==> config.mk <==
export PLATFORM = sky130hd
export DESIGN_NAME = point_crop_to_polar_scan_core_flat
export DESIGN_NICKNAME = d
export VERILOG_FILES = /design/src/rtl/core/pccrop_pkg.sv /design/src/rtl/core/pccrop_ifs.sv /design/src/rtl/core/pccrop_front.sv /design/src/rtl/core/pccrop_queue.sv /design/src/rtl/core/pccrop_polar.sv /design/src/rtl/core/point_crop_to_polar_scan_core.sv /design/src/flat_wrapper.sv
export SDC_FILE = /design/constraint.sdc
export NUM_CORES = 2
export LEC_CHECK = 0
export ABC_CLOCK_PERIOD_IN_PS = 9990
export BUFFER_PORTS_ARGS = -buffer_cell sky130_fd_sc_hd__buf_4
export CORE_ASPECT_RATIO = 0.75
export CORE_MARGIN = 2
export CORE_UTILIZATION = 50
export CTS_CLUSTER_SIZE = 25
export DETAILED_ROUTE_END_ITERATION = 16
export PLACE_DENSITY = 0.74
export RECOVER_POWER = 100
export SLEW_MARGIN = 20
export SYNTH_ARGS = -nofsm -noshare
export SYNTH_HDL_FRONTEND = slang
export SYNTH_SLANG_ARGS = --single-unit
==> constraint.sdc <==
create_clock -name i_clk -period 9.99 [get_ports i_clk]
set_clock_uncertainty 0.05 [all_clocks]
set_input_delay 1.998 -clock i_clk [delete_from_list [all_inputs] [get_ports i_clk]]
set_output_delay 1.998 -clock i_clk [all_outputs]
set_load 0.01 [all_outputs]
==> src/rtl/core/pccrop_pkg.sv <==
// Shared constants, types and helper functions for the point crop to polar scan core.
package pccrop_pkg;

    localparam int COORD_BITS   = 32;
    localparam int CORDIC_STEPS = 16;
    localparam int GUARD_BITS   = 16;

    localparam int COORD_PAD = 32 - COORD_BITS;

    // Rotator width: coordinate, guard bits and headroom for the CORDIC gain.
    localparam int CORD_W = 32 + GUARD_BITS + 4;
    localparam int ANG_W  = 34;
    localparam int STEP_W = $clog2(CORDIC_STEPS);

    // Range scaling: x >> 14 times 1/K in Q28, done as two half-width products.
    localparam int RANGE_PRE   = 14;
    localparam int SH_W        = CORD_W - RANGE_PRE;
    localparam int HALF_W      = (SH_W + 1) / 2;
    localparam int GAIN_W      = 28;
    localparam int PROD_W      = HALF_W + GAIN_W;
    localparam int SUM_W       = PROD_W + HALF_W + 1;
    localparam int RANGE_SHIFT = 30;

    localparam logic [GAIN_W-1:0] INV_GAIN_Q28 = GAIN_W'(163008219);
    localparam logic [SUM_W-1:0]  RANGE_ROUND  = SUM_W'(64'd1 << (RANGE_SHIFT - 1));

    localparam logic signed [ANG_W-1:0] HALF_PI_Q30 = ANG_W'(64'sd1686629713);
    localparam logic signed [ANG_W-1:0] ANGLE_ROUND = ANG_W'(64'sd65536);
    localparam logic signed [ANG_W-1:0] ANGLE_LIMIT = ANG_W'(64'sd25736);
    localparam logic [ANG_W-1:0]        ONE_Q30     = ANG_W'(64'd1 << 30);
    localparam int                      ANGLE_SHIFT = 17;

    localparam int Q_DEPTH = 4;
    localparam int Q_PTR_W = $clog2(Q_DEPTH);

    localparam logic [31:0] COUNT_MAX = 32'hFFFF_FFFF;

    localparam int CAP_W = 21;

    typedef enum logic [2:0] {
        CFG_AXIS_ENABLE = 3'd0,
        CFG_MIN_X       = 3'd1,
        CFG_MAX_X       = 3'd2,
        CFG_MIN_Y       = 3'd3,
        CFG_MAX_Y       = 3'd4,
        CFG_MIN_Z       = 3'd5,
        CFG_MAX_Z       = 3'd6,
        CFG_CAPACITY    = 3'd7
    } t_cfg_idx;

    // One classified point on its way to the polar unit.
    typedef struct packed {
        logic               kept;
        logic               stored;
        logic               calc;
        logic [31:0]        slot_index;
        logic [31:0]        survivor_total;
        logic signed [31:0] point_x;
        logic signed [31:0] point_y;
    } t_job;

    // Take the low COORD_BITS bits as a two's complement value.
    function automatic logic signed [31:0] coord_sext(input logic [31:0] v);
        logic signed [31:0] t;
        t = $signed(v << COORD_PAD);
        return t >>> COORD_PAD;
    endfunction

    // Elementary angle atan(2^-i) in Q30.
    function automatic logic signed [ANG_W-1:0] atan_step(input logic [STEP_W-1:0] i);
        logic signed [ANG_W-1:0] v;
        unique case (int'(i))
            0:       v = ANG_W'(64'sd843314857);
            1:       v = ANG_W'(64'sd497837829);
            2:       v = ANG_W'(64'sd263043837);
            3:       v = ANG_W'(64'sd133525159);
            4:       v = ANG_W'(64'sd67021687);
            5:       v = ANG_W'(64'sd33543516);
            6:       v = ANG_W'(64'sd16775851);
            7:       v = ANG_W'(64'sd8388437);
            8:       v = ANG_W'(64'sd4194283);
            9:       v = ANG_W'(64'sd2097149);
            10:      v = ANG_W'(64'sd1048576);
            default: v = $signed(ONE_Q30 >> i);
        endcase
        return v;
    endfunction

endpackage

==> src/rtl/core/pccrop_ifs.sv <==
// Valid/ready channel interfaces for points in and polar results out.
interface pccrop_point_if;
    logic               valid;
    logic               ready;
    logic signed [31:0] point_x;
    logic signed [31:0] point_y;
    logic signed [31:0] point_z;
    logic               last_point;

    modport source (output valid, output point_x, output point_y, output point_z,
                    output last_point, input ready);
    modport sink   (input valid, input point_x, input point_y, input point_z,
                    input last_point, output ready);
endinterface

interface pccrop_result_if;
    logic               valid;
    logic               ready;
    logic               kept;
    logic               stored;
    logic [31:0]        slot_index;
    logic signed [15:0] scan_angle;
    logic [31:0]        scan_range;
    logic [31:0]        survivor_total;

    modport source (output valid, output kept, output stored, output slot_index,
                    output scan_angle, output scan_range, output survivor_total,
                    input ready);
    modport sink   (input valid, input kept, input stored, input slot_index,
                    input scan_angle, input scan_range, input survivor_total,
                    output ready);
endinterface

==> src/rtl/core/pccrop_front.sv <==
// Front end: configuration registers, crop test and survivor slot allocation.
module pccrop_front
    import pccrop_pkg::*;
(
    input  logic                i_clk,
    input  logic                i_rst_n,
    input  logic                i_cfg_we,
    input  logic [2:0]          i_cfg_idx,
    input  logic [31:0]         i_cfg_data,
    pccrop_point_if.sink        i_pt,
    input  logic                i_full,
    output logic                o_push,
    output t_job                o_job
);

    logic [1:0]         r_axis_en;
    logic signed [31:0] r_min_x, r_max_x, r_min_y, r_max_y, r_min_z, r_max_z;
    logic [CAP_W-1:0]   r_cap;
    logic [31:0]        r_count, n_count;

    logic signed [31:0] px, py, pz;
    logic               keep, store, accept;
    logic [31:0]        count_inc;

    always_ff @(posedge i_clk) begin
        if (!i_rst_n) begin
            r_axis_en <= '0;
            r_min_x   <= 32'sh8000_0000;
            r_max_x   <= 32'sh7FFF_FFFF;
            r_min_y   <= 32'sh8000_0000;
            r_max_y   <= 32'sh7FFF_FFFF;
            r_min_z   <= 32'sh8000_0000;
            r_max_z   <= 32'sh7FFF_FFFF;
            r_cap     <= CAP_W'(1048576);
        end else if (i_cfg_we) begin
            unique case (t_cfg_idx'(i_cfg_idx))
                CFG_AXIS_ENABLE: r_axis_en <= i_cfg_data[1:0];
                CFG_MIN_X:       r_min_x   <= $signed(i_cfg_data);
                CFG_MAX_X:       r_max_x   <= $signed(i_cfg_data);
                CFG_MIN_Y:       r_min_y   <= $signed(i_cfg_data);
                CFG_MAX_Y:       r_max_y   <= $signed(i_cfg_data);
                CFG_MIN_Z:       r_min_z   <= $signed(i_cfg_data);
                CFG_MAX_Z:       r_max_z   <= $signed(i_cfg_data);
                CFG_CAPACITY:    r_cap     <= i_cfg_data[CAP_W-1:0];
            endcase
        end
    end

    assign i_pt.ready = !i_full;
    assign accept     = i_pt.valid && !i_full;

    always_comb begin
        px = coord_sext(i_pt.point_x);
        py = coord_sext(i_pt.point_y);
        pz = coord_sext(i_pt.point_z);

        keep = (pz >= r_min_z) && (pz <= r_max_z)
            && (!r_axis_en[0] || ((px >= r_min_x) && (px <= r_max_x)))
            && (!r_axis_en[1] || ((py >= r_min_y) && (py <= r_max_y)));

        // Saturate rather than wrap once the count is full.
        count_inc = (keep && (r_count != COUNT_MAX)) ? r_count + 32'd1 : r_count;
        store     = keep && (r_count < 32'(r_cap));

        n_count = r_count;
        if (accept) begin
            n_count = i_pt.last_point ? '0 : count_inc;
        end
    end

    always_ff @(posedge i_clk) begin
        if (!i_rst_n) begin
            r_count <= '0;
        end else begin
            r_count <= n_count;
        end
    end

    assign o_push = accept;

    always_comb begin
        o_job.kept           = keep;
        o_job.stored         = store;
        o_job.calc           = store && ((px != '0) || (py != '0));
        o_job.slot_index     = keep ? r_count : '0;
        o_job.survivor_total = count_inc;
        o_job.point_x        = px;
        o_job.point_y        = py;
    end

endmodule

==> src/rtl/core/pccrop_queue.sv <==
// Short job queue between the crop front end and the polar unit.
module pccrop_queue
    import pccrop_pkg::*;
(
    input  logic i_clk,
    input  logic i_rst_n,
    input  logic i_push,
    input  t_job i_job,
    output logic o_full,
    input  logic i_pop,
    output logic o_empty,
    output t_job o_job
);

    t_job               r_mem [Q_DEPTH];
    logic [Q_PTR_W-1:0] r_wr, r_rd;
    logic [Q_PTR_W:0]   r_fill;

    assign o_full  = (r_fill == (Q_PTR_W + 1)'(Q_DEPTH));
    assign o_empty = (r_fill == '0);
    assign o_job   = r_mem[r_rd];

    always_ff @(posedge i_clk) begin
        if (i_push) begin
            r_mem[r_wr] <= i_job;
        end
    end

    always_ff @(posedge i_clk) begin
        if (!i_rst_n) begin
            r_wr   <= '0;
            r_rd   <= '0;
            r_fill <= '0;
        end else begin
            if (i_push) begin
                r_wr <= r_wr + 1'b1;
            end
            if (i_pop) begin
                r_rd <= r_rd + 1'b1;
            end
            r_fill <= r_fill + (Q_PTR_W + 1)'(i_push) - (Q_PTR_W + 1)'(i_pop);
        end
    end

endmodule

==> src/rtl/core/pccrop_polar.sv <==
// Back end: iterative CORDIC vectoring, range scaling and the result register.
module pccrop_polar
    import pccrop_pkg::*;
(
    input  logic            i_clk,
    input  logic            i_rst_n,
    input  logic            i_empty,
    input  t_job            i_job,
    output logic            o_pop,
    pccrop_result_if.source o_res
);

    typedef enum logic [4:0] {
        S_IDLE = 5'b00001,
        S_ITER = 5'b00010,
        S_MLO  = 5'b00100,
        S_MHI  = 5'b01000,
        S_FIN  = 5'b10000
    } t_state;

    t_state                  r_state, n_state;
    logic signed [CORD_W-1:0] r_x, r_y;
    logic signed [ANG_W-1:0]  r_z;
    logic [STEP_W-1:0]        r_step;
    logic [PROD_W-1:0]        r_plo, r_phi;
    logic                     r_kept, r_stored, r_calc;
    logic [31:0]              r_slot, r_total;

    logic                     r_out_valid;
    logic                     r_o_kept, r_o_stored;
    logic [31:0]              r_o_slot, r_o_range, r_o_total;
    logic signed [15:0]       r_o_angle;

    logic signed [CORD_W-1:0] x0, y0, x_in, y_in, dx, dy;
    logic signed [ANG_W-1:0]  z_in;
    logic [SH_W-1:0]          xs;
    logic [HALF_W-1:0]        mul_a;
    logic [PROD_W-1:0]        mul_p;
    logic [SUM_W-1:0]         sum;
    logic [31:0]              range_q;
    logic signed [ANG_W-1:0]  ang_full;
    logic signed [15:0]       angle_q;
    logic                     out_free, last_step;

    assign out_free  = !r_out_valid || o_res.ready;
    assign o_pop     = (r_state == S_IDLE) && !i_empty;
    assign last_step = (r_step == STEP_W'(CORDIC_STEPS - 1));

    // Turn a left-half vector by a quarter turn before the iterations.
    always_comb begin
        x0 = CORD_W'(i_job.point_x) <<< GUARD_BITS;
        y0 = CORD_W'(i_job.point_y) <<< GUARD_BITS;
        x_in = x0;
        y_in = y0;
        z_in = '0;
        if (x0 < 0) begin
            if (y0 >= 0) begin
                x_in = y0;
                y_in = -x0;
                z_in = HALF_PI_Q30;
            end else begin
                x_in = -y0;
                y_in = x0;
                z_in = -HALF_PI_Q30;
            end
        end
    end

    assign dx = r_y >>> r_step;
    assign dy = r_x >>> r_step;

    // x is never negative after the pre-turn, so the shifted value is unsigned.
    assign xs    = r_x[CORD_W-1:RANGE_PRE];
    assign mul_a = (r_state == S_MLO) ? xs[HALF_W-1:0] : HALF_W'(xs[SH_W-1:HALF_W]);
    assign mul_p = PROD_W'(mul_a) * PROD_W'(INV_GAIN_Q28);

    always_comb begin
        sum     = (SUM_W'(r_phi) << HALF_W) + SUM_W'(r_plo) + RANGE_ROUND;
        range_q = (|sum[SUM_W-1:RANGE_SHIFT+32]) ? 32'hFFFF_FFFF
                                                 : sum[RANGE_SHIFT+31:RANGE_SHIFT];
        ang_full = (r_z + ANGLE_ROUND) >>> ANGLE_SHIFT;
        priority if (ang_full > ANGLE_LIMIT) begin
            angle_q = 16'(ANGLE_LIMIT);
        end else if (ang_full < -ANGLE_LIMIT) begin
            angle_q = 16'(-ANGLE_LIMIT);
        end else begin
            angle_q = 16'(ang_full);
        end
    end

    always_comb begin
        n_state = r_state;
        unique case (r_state)
            S_IDLE: if (!i_empty) n_state = i_job.calc ? S_ITER : S_FIN;
            S_ITER: if (last_step) n_state = S_MLO;
            S_MLO:  n_state = S_MHI;
            S_MHI:  n_state = S_FIN;
            S_FIN:  if (out_free) n_state = S_IDLE;
            default: n_state = S_IDLE;
        endcase
    end

    always_ff @(posedge i_clk) begin
        if (!i_rst_n) begin
            r_state <= S_IDLE;
        end else begin
            r_state <= n_state;
        end
    end

    always_ff @(posedge i_clk) begin
        unique case (r_state)
            S_IDLE: begin
                r_x      <= x_in;
                r_y      <= y_in;
                r_z      <= z_in;
                r_step   <= '0;
                r_kept   <= i_job.kept;
                r_stored <= i_job.stored;
                r_calc   <= i_job.calc;
                r_slot   <= i_job.slot_index;
                r_total  <= i_job.survivor_total;
            end
            S_ITER: begin
                if (r_y >= 0) begin
                    r_x <= r_x + dx;
                    r_y <= r_y - dy;
                    r_z <= r_z + atan_step(r_step);
                end else begin
                    r_x <= r_x - dx;
                    r_y <= r_y + dy;
                    r_z <= r_z - atan_step(r_step);
                end
                r_step <= r_step + 1'b1;
            end
            S_MLO: r_plo <= mul_p;
            S_MHI: r_phi <= mul_p;
            S_FIN: ;
            default: ;
        endcase
    end

    // Result register: hold until taken, refill in the same cycle it drains.
    always_ff @(posedge i_clk) begin
        if (!i_rst_n) begin
            r_out_valid <= 1'b0;
        end else if ((r_state == S_FIN) && out_free) begin
            r_out_valid <= 1'b1;
        end else if (o_res.ready) begin
            r_out_valid <= 1'b0;
        end
    end

    always_ff @(posedge i_clk) begin
        if ((r_state == S_FIN) && out_free) begin
            r_o_kept   <= r_kept;
            r_o_stored <= r_stored;
            r_o_slot   <= r_slot;
            r_o_total  <= r_total;
            r_o_angle  <= r_calc ? angle_q : '0;
            r_o_range  <= r_calc ? range_q : '0;
        end
    end

    assign o_res.valid          = r_out_valid;
    assign o_res.kept           = r_o_kept;
    assign o_res.stored         = r_o_stored;
    assign o_res.slot_index     = r_o_slot;
    assign o_res.scan_angle     = r_o_angle;
    assign o_res.scan_range     = r_o_range;
    assign o_res.survivor_total = r_o_total;

endmodule

==> src/rtl/core/point_crop_to_polar_scan_core.sv <==
// Top level of the point crop to polar scan core.
//
//  channel   dir  handshake           payload
//  i_pt      in   valid / ready       point_x, point_y, point_z, last_point
//  o_res     out  valid / ready       kept, stored, slot_index, scan_angle,
//                                     scan_range, survivor_total
//  i_cfg_*   in   write enable only   i_cfg_idx, i_cfg_data
//
// A point is classified and given its slot in the cycle it is taken; a four-deep queue
// holds classified points for the polar unit. For a stored point off the origin that
// unit runs one CORDIC iteration per cycle, then the low and high halves on the shared
// half-width gain multiplier; any other point goes straight to the result stage.
// Synchronous active-low reset sets the default configuration and clears the survivor
// count, queue and result valid flag. The result register holds a transaction until
// it is taken while the front end keeps taking points until the queue is full.
module point_crop_to_polar_scan_core
    import pccrop_pkg::*;
(
    input  logic            i_clk,
    input  logic            i_rst_n,
    input  logic            i_cfg_we,
    input  logic [2:0]      i_cfg_idx,
    input  logic [31:0]     i_cfg_data,
    pccrop_point_if.sink    i_pt,
    pccrop_result_if.source o_res
);

    logic w_push, w_full, w_pop, w_empty;
    t_job w_front_job, w_head_job;

    pccrop_front u_front (
        .i_clk      (i_clk),
        .i_rst_n    (i_rst_n),
        .i_cfg_we   (i_cfg_we),
        .i_cfg_idx  (i_cfg_idx),
        .i_cfg_data (i_cfg_data),
        .i_pt       (i_pt),
        .i_full     (w_full),
        .o_push     (w_push),
        .o_job      (w_front_job)
    );

    pccrop_queue u_queue (
        .i_clk   (i_clk),
        .i_rst_n (i_rst_n),
        .i_push  (w_push),
        .i_job   (w_front_job),
        .o_full  (w_full),
        .i_pop   (w_pop),
        .o_empty (w_empty),
        .o_job   (w_head_job)
    );

    pccrop_polar u_polar (
        .i_clk   (i_clk),
        .i_rst_n (i_rst_n),
        .i_empty (w_empty),
        .i_job   (w_head_job),
        .o_pop   (w_pop),
        .o_res   (o_res)
    );

    a_stored_is_kept: assert property (@(posedge i_clk) disable iff (!i_rst_n)
        (o_res.valid && o_res.stored) |-> o_res.kept)
        else $error("stored result that was not kept");

    a_unstored_zero: assert property (@(posedge i_clk) disable iff (!i_rst_n)
        (o_res.valid && !o_res.stored) |-> (o_res.scan_angle == '0 && o_res.scan_range == '0))
        else $error("polar fields set on an unstored result");

    a_dropped_slot: assert property (@(posedge i_clk) disable iff (!i_rst_n)
        (o_res.valid && !o_res.kept) |-> (o_res.slot_index == '0))
        else $error("dropped point carries a slot");

    a_kept_counted: assert property (@(posedge i_clk) disable iff (!i_rst_n)
        (o_res.valid && o_res.kept) |-> (o_res.survivor_total != '0))
        else $error("kept point missing from survivor total");

endmodule

==> src/flat_wrapper.sv <==
// flat-port wrapper written by rule: the top's interface ports become plain ports
module point_crop_to_polar_scan_core_flat import pccrop_pkg::*;
  (i_clk, i_rst_n, i_cfg_we, i_cfg_idx, i_cfg_data, i_pt_valid, i_pt_point_x, i_pt_point_y, i_pt_point_z, i_pt_last_point, i_pt_ready, o_res_valid, o_res_kept, o_res_stored, o_res_slot_index, o_res_scan_angle, o_res_scan_range, o_res_survivor_total, o_res_ready);
  pccrop_point_if i_pt_i ();
  pccrop_result_if o_res_i ();
  input  logic i_clk;
  input  logic i_rst_n;
  input  logic i_cfg_we;
  input  logic [2:0] i_cfg_idx;
  input  logic [31:0] i_cfg_data;
  input wire logic [$bits(i_pt_i.valid)-1:0] i_pt_valid;
  input wire logic [$bits(i_pt_i.point_x)-1:0] i_pt_point_x;
  input wire logic [$bits(i_pt_i.point_y)-1:0] i_pt_point_y;
  input wire logic [$bits(i_pt_i.point_z)-1:0] i_pt_point_z;
  input wire logic [$bits(i_pt_i.last_point)-1:0] i_pt_last_point;
  output wire logic [$bits(i_pt_i.ready)-1:0] i_pt_ready;
  output wire logic [$bits(o_res_i.valid)-1:0] o_res_valid;
  output wire logic [$bits(o_res_i.kept)-1:0] o_res_kept;
  output wire logic [$bits(o_res_i.stored)-1:0] o_res_stored;
  output wire logic [$bits(o_res_i.slot_index)-1:0] o_res_slot_index;
  output wire logic [$bits(o_res_i.scan_angle)-1:0] o_res_scan_angle;
  output wire logic [$bits(o_res_i.scan_range)-1:0] o_res_scan_range;
  output wire logic [$bits(o_res_i.survivor_total)-1:0] o_res_survivor_total;
  input wire logic [$bits(o_res_i.ready)-1:0] o_res_ready;
  assign i_pt_i.valid = i_pt_valid;
  assign i_pt_i.point_x = i_pt_point_x;
  assign i_pt_i.point_y = i_pt_point_y;
  assign i_pt_i.point_z = i_pt_point_z;
  assign i_pt_i.last_point = i_pt_last_point;
  assign i_pt_ready = i_pt_i.ready;
  assign o_res_valid = o_res_i.valid;
  assign o_res_kept = o_res_i.kept;
  assign o_res_stored = o_res_i.stored;
  assign o_res_slot_index = o_res_i.slot_index;
  assign o_res_scan_angle = o_res_i.scan_angle;
  assign o_res_scan_range = o_res_i.scan_range;
  assign o_res_survivor_total = o_res_i.survivor_total;
  assign o_res_i.ready = o_res_ready;
  point_crop_to_polar_scan_core u_core (.i_clk(i_clk), .i_rst_n(i_rst_n), .i_cfg_we(i_cfg_we), .i_cfg_idx(i_cfg_idx), .i_cfg_data(i_cfg_data), .i_pt(i_pt_i), .o_res(o_res_i));
endmodule
==> flow_metrics.py <==
metrics = {
    "run_status": {
        "status": "finished, violations left",
        "violations": "capacitance limit, slew limit",
    },
    "placement": {
        "place_hpwl_um": 164000,
        "io_buffer_count": 252,
        "gp_congestion": 0.977,
        "pre_cts_ws_ns": 0.936,
    },
    "global_route": {
        "grt-ovfl-total": 0,
        "grt_pass1_wl_um": 340000,
        "antenna_found_initial": 16,
        "grt_max_degree": 189,
        "first_global_vias": 55570,
        "grt_usage": 0.277,
    },
    "worst_setup_path": {
        "path_class": "reg -> reg",
        "critPathSlowestCell": "clkinv_1",
        "end_kind": "flop",
        "crit_path_max_incr_delay_ns": 0.80,
        "required_ns": 10.49,
        "worst-path-max-fanout": 21,
        "crit_top_cell": "fa_1",
        "r2r-start": "u_core.u_polar.r_state[1]",
        "cp-startpoint": "u_core.u_polar.r_state[1]",
        "crit_path_start_kind": "flop",
        "cp.arrival_ns": 9.67,
    },
    "logic_synthesis": {
        "seq_area_frac_synth": 0.424,
        "ys_ff_latch": 1184,
        "synth_edf_count": 922,
        "synthArstFlopShare": 0,
        "yosysTopAreaCell": "edfxtp_1",
        "synth_nets": 8173,
        "netlist_area_mm2": 0.0777,
        "netlist.area_leader.share": 0.356,
        "synth_ff_type": "edfxtp_1",
        "syn-instance-count": 7222,
        "synthTopCellsByArea": "edfxtp_1 36%, ha_1 9.5%, dfxtp_1 6.7%, mux4_2 6.1%, fa_1 5.7%",
        "synthDistinctLibCells": 112,
        "ys_warn_count": 0,
        "postSynthAreaPerCell_um2": 10.8,
    },
    "clock_tree": {
        "cts_max_path_buffers": 3,
        "ctsResizeCount": 0,
        "clk_pin_slew_ns": 0.07,
        "clock-sinks": 1184,
        "cts_hold_buffers": 0,
        "cts_buffers": 115,
        "worst_skew_pair.late_latency_ns": 0.77,
        "tritoncts": "done",
        "post_cts_buffers": 0,
        "cts-root-buf": "clkbuf_16",
        "htreeDepth": 3,
    },
    "sta": {
        "setup_viol": 0,
        "worst_slack_ns": 0.824,
        "slew_headroom": -1.75,
        "final-hold-violation-count": 0,
        "rsz0062_at_grt": "no",
        "setup_tns_ns": 0,
        "max_slew.worst_pin.slew_ns": 4.13,
        "finalCritPeriodShare": 0.917,
        "finalMaxSlewViolations": 1475,
        "period_needed_ns": 9.17,
        "fmax_mhz": 109,
    },
    "layout": {
        "drive_gt1_frac": 0.0838,
        "areaGrowthSynthToFinish_pct": 8.69,
        "final_nets": 8284,
    },
    "drt": {
        "via_count": 57488,
        "drtIter0Drc": 6581,
        "dr.pass1.iters": 6,
        "vias_per_cell": 6.07,
        "wl_um": 223000,
        "wl_per_cell_um": 23.6,
        "ant_nets": 0,
        "drc": 0,
    },
    "die": {
        "initial_core_util": 0.503,
        "num_rows": 125,
        "core-area_mm2": 0.155,
        "dieHeight_um": 345,
        "die_area_mm2": 0.159,
        "die_w_um": 459,
        "ios": 253,
    },
    "flow_run": {
        "cap_violations": 25,
    },
    "min_path": {
        "min_path_type": "reg -> reg",
        "min_from": "u_core.u_polar.r_slot[18]",
    },
}
## stage by stage
step | instances | area [µm²] | utilization | hold slack (ns)
after CTS | 9464 | 85300 | 0.552 | 0.364
after global routing | 9466 | 84500 | 0.546 | 0.371
final | 9467 | 84500 | 0.546 | 0.351
after global placement | 9247 | 81400 | 0.526 | 0.353
after floorplan | 7222 | 77700 | - | 0.350
after detailed placement | 9247 | 81400 | 0.526 | 0.355
## layout by cell type, fill, tap and decap left out, drive strengths merged, types with 54 or more instances in the layout
master  synthesis  routed
a21boi        133     133
buf            96      98
clkbuf        218     351
o21ai         376     376
ha            593     593
mux2i          97      97
edfxtp        922     922
xor2          188     188
inv           690     697
mux4          212     212
and2           70      70
nor2b          54      54
a21oi         394     394
nand2         817     817
o211ai        175     175
xnor2         227     227
a21o          196     196
nand2b         58      58
dfxtp         262     262
nand3         121     121
nand4          81      81
fa            221     221
nor3           80      80
nor2          302     302
## metal layers
layer / up-vias / global-route usage / wire (µm)
met1: 28274 / 0.417 / 101000
met5: - / 0 / 120
met2: 2536 / 0.413 / 96500
met3: 363 / 0.0512 / 20200
met4: 18 / 0.0685 / 5800
li1: 26297 / - / -
## kinds of logic after synthesis
group / Yosys count / synth area share
DFF: 1184 / 0.424
muxes: 357 / 0.0812
buffers and inverters: 1005 / 0.0512
and+or+nand+nor: 1814 / 0.110
AOI/OAI and AO/OA: 1633 / 0.135
xor gates and xnor gates: 415 / 0.0468
adders and majority gates: 814 / 0.152
## cells in the mapped netlist (all sizes together) (11+ instances only)
master / instances
xor2: 188
o2111ai: 11
a21oi: 394
ha: 593
nand2: 817
a21o: 196
nor2b: 54
nand3b: 21
nor4: 36
o21ai: 376
inv: 690
a21boi: 133
mux2: 48
buf: 96
a211oi: 39
or4: 13
mux2i: 97
o22ai: 23
nor3: 80
fa: 221
and3: 46
edfxtp: 922
dfxtp: 262
or3: 43
nand4: 81
a31oi: 49
mux4: 212
o21a: 43
nand3: 121
o31ai: 44
o21bai: 28
and2: 70
clkbuf: 218
nand2b: 58
xnor2: 227
and4: 11
o31a: 13
or2: 33
o211ai: 175
nor2: 302
## path summary, 6_finish.rpt
kind,slack [ns],to,cells past startpoint
worst max-delay path,0.82,u_core.u_polar.r_plo[46],28
worst min-delay path,0.35,u_core.u_polar.o_res.slot_index[18],0
worst max register to register,0.82,u_core.u_polar.r_plo[46],28
worst min register to register,0.35,u_core.u_polar.o_res.slot_index[18],0
## cell type report
| cell class | count | area (µm²) |
|---|---|---|
| antenna | 2 | 5.00 |
| clock buffer | 141 | 3090 |
| inverter | 691 | 2590 |
| timing repair buffer | 308 | 1580 |
| sequential | 1184 | 32900 |
| tap | 2032 | 2540 |
| fill | 13310 | 70200 |
| clock inverter | 76 | 878 |
| multi-input combinational | 5033 | 40900 |
## registers in the layout (all words and copies together) (netlist names), 34 cells and up, named ones only
register and cells:
u_core.u_polar.r_z 34, u_core.u_polar.r_y 52, u_core.u_queue.r_mem 524, u_core.u_polar.r_phi 47, u_core.u_polar.r_x 52
## worst max-delay path, delay by kind of cell (launching register included)
family	cells	cell delay (ns)
AO/OA/AOI/OAI	8	1.73
XOR/XNOR	1	0.20
adder cells (fa/ha/maj)	7	3.59
buffers and inverters	5	1.12
flip-flops	1	0.39
AND/OR/NAND/NOR	7	1.87
Power is left out: the tool's default activity adds up to more than one toggle a clock period on the data nets, which glitch-free logic cannot reach.
